<file path="config.mk">
export PLATFORM = sky130hd
export DESIGN_NAME = bez_front
export DESIGN_NICKNAME = d
export VERILOG_FILES = /design/src/sv/bez_pkg.sv /design/src/sv/bez_front.sv
export VERILOG_INCLUDE_DIRS = /design/src /design/src/sv
export SDC_FILE = /design/constraint.sdc
export NUM_CORES = 1
export LEC_CHECK = 0
export BUFFER_PORTS_ARGS = -buffer_cell sky130_fd_sc_hd__buf_2
export CAP_MARGIN = 30
export CORE_ASPECT_RATIO = 2
export CORE_MARGIN = 2
export CORE_UTILIZATION = 52
export DETAILED_ROUTE_END_ITERATION = 8
export MAX_ROUTING_LAYER = met4
export PLACE_DENSITY_LB_ADDON = 0.2
export SETUP_SLACK_MARGIN = 0.05
export SLEW_MARGIN = 20
export SYNTH_ARGS = -nofsm -noshare
export SYNTH_HDL_FRONTEND = slang
export SYNTH_SLANG_ARGS = --single-unit
</file>
<file path="constraint.sdc">
create_clock -name clk -period 2.3 [get_ports clk]
set_clock_uncertainty 0.15 [all_clocks]
set_input_delay 0.46 -clock clk [delete_from_list [all_inputs] [get_ports clk]]
set_output_delay 0.46 -clock clk [all_outputs]
set_load 0.02 [all_outputs]
</file>
<file path="src/sv/assert_macros.svh">
// Assertion macros shared by the Bezier evaluator RTL.
// No dependencies; included by files that carry concurrent assertions.
`ifndef ASSERT_MACROS_SVH
`define ASSERT_MACROS_SVH

// checked outside reset
`define BEZ_ASSERT(lbl, clk_s, rst_s, prop, msg) \
    lbl: assert property (@(posedge clk_s) disable iff (!rst_s) prop) \
        else $error(msg);

// checked at every edge, reset included
`define BEZ_ASSERT_ALWAYS(lbl, clk_s, prop, msg) \
    lbl: assert property (@(posedge clk_s) prop) \
        else $error(msg);

`endif

</file>
<file path="src/sv/bez_pkg.sv">
// Shared types and constants for the cubic Bezier evaluator/splitter.
// No dependencies.
package bez_pkg;

    localparam int T_IN_W    = 17;
    localparam int OUT_W     = 16;
    localparam int REG_W     = 48;
    localparam int SLOT_W    = 3;
    localparam int CFG_IDX_W = 2;

    typedef enum logic
    {
        FUNC_EVAL  = 1'b0,
        FUNC_SPLIT = 1'b1
    } bez_func_t;

    typedef enum logic [CFG_IDX_W-1:0]
    {
        CFG_CTRL_POINT_0 = 2'd0,
        CFG_CTRL_POINT_1 = 2'd1,
        CFG_CTRL_POINT_2 = 2'd2,
        CFG_CTRL_POINT_3 = 2'd3
    } bez_cfg_idx_t;

    // output slot codes of a split: P0, Q0, R0, S, S, R1, Q2, P3
    localparam logic [SLOT_W-1:0] SLOT_START   = 3'd0;
    localparam logic [SLOT_W-1:0] SLOT_Q0      = 3'd1;
    localparam logic [SLOT_W-1:0] SLOT_R0      = 3'd2;
    localparam logic [SLOT_W-1:0] SLOT_S_LEFT  = 3'd3;
    localparam logic [SLOT_W-1:0] SLOT_S_RIGHT = 3'd4;
    localparam logic [SLOT_W-1:0] SLOT_R1      = 3'd5;
    localparam logic [SLOT_W-1:0] SLOT_Q2      = 3'd6;
    localparam logic [SLOT_W-1:0] SLOT_END     = 3'd7;

    // head of the front queue as seen by the back end
    typedef struct packed
    {
        logic      valid;
        bez_func_t func;
    } bez_head_t;

endpackage

</file>
<file path="src/sv/bez_front.sv">
// Front end: accepts input beats, clamps t to one and queues them (2 entries).
// Depends on bez_pkg and assert_macros.svh.
`include "assert_macros.svh"

module bez_front
    import bez_pkg::*;
#(
    parameter int T_FRAC_BITS = 16
)
(
    input  logic               clk,
    input  logic               rst_n,
    input  logic               in_valid,
    output logic               in_stall,
    input  logic               func,
    input  logic [T_IN_W-1:0]  t,
    input  logic               pop,
    output bez_head_t          head,
    output logic [T_FRAC_BITS:0] head_t
);

    localparam int TW    = T_FRAC_BITS + 1;
    localparam int CMPW  = (TW > T_IN_W) ? TW : T_IN_W;
    localparam int DEPTH = 2;

    logic [CMPW-1:0] t_wide;
    logic [CMPW-1:0] one_wide;
    logic [TW-1:0]   t_clamp;
    logic            push;

    bez_func_t     func_q [DEPTH];
    logic [TW-1:0] t_q    [DEPTH];

    logic [1:0] count_reg;
    logic [1:0] count_next;
    logic       wr_ptr_reg;
    logic       wr_ptr_next;
    logic       rd_ptr_reg;
    logic       rd_ptr_next;

    assign t_wide   = CMPW'(t);
    assign one_wide = CMPW'(1) << T_FRAC_BITS;
    assign t_clamp  = (t_wide > one_wide) ? TW'(one_wide) : TW'(t_wide);

    assign in_stall = (count_reg == 2'(DEPTH));
    assign push     = in_valid && !in_stall;

    assign head.valid = (count_reg != 2'd0);
    assign head.func  = func_q[rd_ptr_reg];
    assign head_t     = t_q[rd_ptr_reg];

    always_comb
    begin
        count_next  = 2'(count_reg + {1'b0, push} - {1'b0, pop});
        wr_ptr_next = push ? !wr_ptr_reg : wr_ptr_reg;
        rd_ptr_next = pop  ? !rd_ptr_reg : rd_ptr_reg;
    end

    always_ff @(posedge clk or negedge rst_n)
    begin
        if (!rst_n)
        begin
            count_reg  <= 2'd0;
            wr_ptr_reg <= 1'b0;
            rd_ptr_reg <= 1'b0;
        end
        else
        begin
            count_reg  <= count_next;
            wr_ptr_reg <= wr_ptr_next;
            rd_ptr_reg <= rd_ptr_next;
        end
    end

    always_ff @(posedge clk)
    begin
        if (push)
        begin
            func_q[wr_ptr_reg] <= bez_func_t'(func);
            t_q[wr_ptr_reg]    <= t_clamp;
        end
    end

    `BEZ_ASSERT(a_pop_nonempty, clk, rst_n, pop |-> count_reg != 2'd0, "pop from empty queue")
    `BEZ_ASSERT_ALWAYS(a_count_range, clk, rst_n |-> count_reg != 2'd3, "queue count out of range")
    `BEZ_ASSERT(a_push_pop_count, clk, rst_n,
        push && !pop |=> count_reg == 2'($past(count_reg) + 2'd1), "queue count lost a beat")

endmodule

</file>
* Yosys cells after proc, flatten, opt, wreduce, memory -nomap -nowiden
Memory sizes are Yosys's and may differ from the RTL's. Cells that the tools add are included. Widths: inputs -> output; s select.
Cells by class: equality and inequality tests 1, muxes and demuxes 3, reductions and logical operators 5, add/sub/neg operators 2, magnitude comparators 1
Operator list (count):
- $gt 17x17->1 const B | 1
- $mux 17 | 1
- $logic_not 1->1 | 3
- $add 2x1->2 | 1
- $eq 2x2->1 const B | 1
- $mux 1 | 2
- $reduce_bool 2->1 | 1
- $sub 2x1->2 | 1
- $logic_and 1x1->1 | 1
Storage, ports and cells: logic and storage cells 17, memories kept 2, bits of input ports 22, register bits after elaboration 4, memory bits (writable) 36
Memories:
- t_q | words 2, bits a word 17, read ports 1, clocked after Yosys merged registers in 0, wr ports 1, RTL line bez_front.sv:32 | logic [TW-1:0] t_q [DEPTH];
- func_q | words 2, bits a word 1, read ports 1, clocked after Yosys merged registers in 0, wr ports 1, RTL line bez_front.sv:31 | bez_func_t func_q [DEPTH];

* Depth between registers and ports, before layout
depth in word-level cells 5, depth in mapped cells 6, gate-level depth less buffers 6

* Worst setup path after synthesis
Ideal clock, no wire load.
path type register to register, start register count_reg[1], end memory func_q[0] (netlist bit) (enable), slack 0.397 ns, data required time 1.758 ns, stages on the path, launching flop included 4, path buffers 0, arrival time 1.360 ns, cells stage by stage dfrtp_1 -> nand2b_1 -> nand2_1 -> nor2_1
Between the ends: longest elaborated chain between the ends 5
Ends and longest elaborated chain:
- start, declared | RTL line bez_front.sv:34 | logic [1:0] count_reg;
- start signal, assigned | RTL line bez_front.sv:69 | count_reg <= count_next;
- $eq 2x2->1 | RTL line bez_front.sv:45 | assign in_stall = (count_reg == 2'(DEPTH));
- $logic_not 1->1 | RTL line bez_front.sv:46 | assign push = in_valid && !in_stall;
- $logic_and 1x1->1 | RTL line bez_front.sv:46
- $mux 1 | RTL line bez_front.sv:77 | if (push)
- $mux 1 (not written as such) | RTL line bez_front.sv:79 | func_q[wr_ptr_reg] <= bez_func_t'(func);
- end, declared | RTL line bez_front.sv:31
No other way between the ends.

* Worst setup path in the final report
start register rd_ptr_reg, end output head_t[5]
Between the ends: longest elaborated chain between the ends 1
Ends and longest elaborated chain:
- start, declared | RTL line bez_front.sv:38 | logic rd_ptr_reg;
- start signal, assigned | RTL line bez_front.sv:71 | rd_ptr_reg <= rd_ptr_next;
- $mem_v2 2x17
- end, declared | RTL line bez_front.sv:19 | output logic [T_FRAC_BITS:0] head_t
No other way between the ends.

==> impl_metrics.sql <==
INSERT INTO impl_metrics (metric_group, metric, value, unit) VALUES
('global_route', 'grt_start_max_net_pins', '19', ''),
('sta', 'slew_headroom', '73.8', '%'),
('clock_network', 'postCtsSetupBuffers', '0', ''),
('power', 'internal_power', '1690', 'uW'),
('synthesis', 'syn_area', '1700', 'um^2'),
('synthesis', 'synth-adder-area-share', '1.47', '%'),
('synthesis', 'synthArstFlopShare', '10.0', '%'),
('sta', 'final_min_period_over_clock_period', '90.4', '%'),
('worst_setup_path', 'startpoint', 'rd_ptr_reg', ''),
('synthesis', 'post_synth_inst_count', '98', ''),
('finish', 'largest_reg_flops', '34', ''),
('global_route', 'global_route_wire_length_before_repair', '4.33', 'mm'),
('power', 'combPwrFrac', '36.0', '%'),
('min_path', 'worst_hold_path_type', 'in2reg', ''),
('floorplan', 'rows', '29', ''),
('synthesis', 'ys_dominant_reg_cell', 'sky130_fd_sc_hd__edfxtp_1', ''),
('worst_setup_path', 'crit_end_category', 'primary output', ''),
('sta', 'slew_of_the_pin_with_the_lowest_slew_margin', '0.392', 'ns'),
('clock_network', 'cts-htree-levels', '2', ''),
('finish', 'fin_area', '2070', 'um^2'),
('drt', 'dr.first_iter.drc_count', '17', ''),
('drt', 'detail_route.wl_per_cell', '15.7', 'um'),
('synthesis', 'synth_xor_area_share', '2.06', '%'),
('finish', 'nets', '171', ''),
('sta', 'fin_worst_hold_slack', '0.220', 'ns'),
('floorplan', 'core_region_area', '3160', 'um^2'),
('worst_setup_path', 'setup.worst_path.start_class', 'register', ''),
('run', 'drv.max_cap_violation_count', '0', ''),
('sta', 'max_freq', '0.481', 'GHz'),
('synthesis', 'yosysWarningCount', '0', ''),
('worst_setup_path', 'timing.setup.critical_path_class', 'reg2out', ''),
('clock_network', 'clock_tree.root_cell', 'sky130_fd_sc_hd__clkbuf_8', ''),
('synthesis', 'synth_mux_area_share', '11.9', '%'),
('sta', 'rsz_0062_raised_after_global_routing', 'no', ''),
('worst_setup_path', 'slowest_delay', '0.38', 'ns'),
('synthesis', 'netlist-cell-type-count', '20', ''),
('sta', 'finalHoldViolations', '0', ''),
('power', 'seq_power_share', '42.7', '%'),
('synthesis', 'post-synth-top-area-cell', 'sky130_fd_sc_hd__edfxtp_1', ''),
('worst_setup_path', 'cp.arrival', '1.47', 'ns'),
('synthesis', 'simple_gate_area_share_of_the_yosys_netlist', '11.5', '%'),
('status', 'outcome', 'finished clean', ''),
('worst_setup_path', 'critical_path.top_delay_family', 'buffers and inverters', ''),
('synthesis', 'synth_commonest_cells', '36 x sky130_fd_sc_hd__edfxtp_1, 18 x sky130_fd_sc_hd__mux2_2, 15 x sky130_fd_sc_hd__nor2b_1', ''),
('place', 'detailed_place_hpwl', '2.02', 'mm'),
('sta', 'timing.setup.tns', '0', 'ns'),
('drt', 'route.final.wire_length', '2.80', 'mm'),
('worst_setup_path', 'cp.buffers_inverters', '2', ''),
('synthesis', 'syn_nets', '122', ''),
('finish', 'antenna_cells_inserted', '0', ''),
('floorplan', 'io-pin-count', '42', ''),
('synthesis', 'synth_enable_flop_cells', '36', ''),
('floorplan', 'die-width', '44.5', 'um'),
('place', 'io_buffers', '41', ''),
('synthesis', 'synth_most_common_cell', 'sky130_fd_sc_hd__edfxtp_1', ''),
('finish', 'drive_above_1_share', '50.7', '%'),
('power', 'power.density', '1210', 'nW/um^2'),
('global_route', 'antenna_found_initial', '0', ''),
('clock_network', 'cts_resized', '0', ''),
('global_route', 'grt_usage', '16.6', '%'),
('worst_setup_path', 'worst-path-max-fanout', '18', ''),
('clock_network', 'cts_tree', 'yes', ''),
('synthesis', 'postSynthAreaPerCell', '17.4', 'um^2'),
('min_path', 'hold_path.startpoint', 'func', ''),
('sta', 'finalSetupViolations', '0', ''),
('floorplan', 'die-height', '84.9', 'um'),
('power', 'p_sw', '801', 'uW'),
('worst_setup_path', 'critical_path_required', '1.69', 'ns'),
('place', 'placement.cell_area', '1950', 'um^2'),
('drt', 'dr_total_vias', '958', ''),
('worst_setup_path', 'critical_path.slowest_cell', 'sky130_fd_sc_hd__mux2_2', '');
[worst reg2reg max path, cell delays in order, from the launching register on]
cell,delay (ns)
sky130_fd_sc_hd__dfrtp_1,0.39
sky130_fd_sc_hd__nand2b_1,0.17
sky130_fd_sc_hd__nand2_1,0.13
sky130_fd_sc_hd__inv_1,0.07
sky130_fd_sc_hd__ha_1,0.20
sky130_fd_sc_hd__xnor2_1,0.18
sky130_fd_sc_hd__xnor2_1,0.14
[area by class of cell]
type                       count  area (um^2)
sequential                    40         1180
fill                         243         1090
multi-input combinational     50          487
timing repair buffer          45          238
clock buffer                   5         68.8
tap                           31         38.8
clock inverter                 3         37.5
inverter                       5         18.8
[worst paths after layout]
| check | end | slack [ns] | cells after the start |
|---|---|---|---|
| max | head_t[5] | 0.22 | 3 |
| min | func_q[1] | 0.22 | 1 |
| max reg2reg | count_reg[1] | 0.80 | 6 |
| min reg2reg | rd_ptr_reg | 0.33 | 1 |
| max in group asynchronous | rd_ptr_reg | 1.51 | 2 |
| min in group asynchronous | wr_ptr_reg | 0.37 | 2 |
[logic make-up after synthesis]
kind of cell / Yosys count
AOI/OAI and AO/OA: 1
and+or+nand+nor: 25
adders and majority gates: 2
xor gates and xnor gates: 4
buffers and inverters: 8
muxes: 18
DFF: 40
[placed cells by master, fill, tap and decap left out, drive strengths merged]
master and count:
and3 1, xor2 1, edfxtp 36, bufinv 1, a41oi 1, nand2b 1, nand2 1, inv 5
or2 1, ha 2, nor2 1, buf 44, dfrtp 4, xnor2 3, clkbuf 5, clkinv 2
mux2 18, nor4 4, dlygate4sd3 1, nor2b 16
[layer usage]
metal / track usage (%) / vias up / part of all wire [%]
li1: - / 454 / -
met2: 28.9 / 34 / 58
met5: - / - / 0
met4: 6.61 / 0 / 1.4
met1: 17.0 / 464 / 36
met3: 3.83 / 6 / 5.4
[power groups by stage]
stage | Clock (uW) | Sequential, uW | Combinational (uW)
finish | 532 | 1070 | 898
global route | 575 | 1080 | 963
CTS | 551 | 1070 | 916
detailed placement | 0 | 1080 | 913
global placement | 0 | 1070 | 892
floorplan | 0 | 1060 | 644
[stage by stage]
step	setup WS, ns	power, uW	util, %
final	0.220	2500	65.6
after global routing	0.171	2620	65.6
after CTS	0.204	2540	65.6
after detailed placement	0.508	2000	61.9
after global placement	0.534	1960	61.9
after floorplan	0.397	1710	-
[repair_timing]
| item | CTS | global route |
|---|---|---|
| hold buffers | 1 | 0 |
| hold endpoints to repair | 4 | 0 |
| endpoints found under the setup margin | 0 | 0 |
No activity file was read; power rests on OpenSTA's default activity.
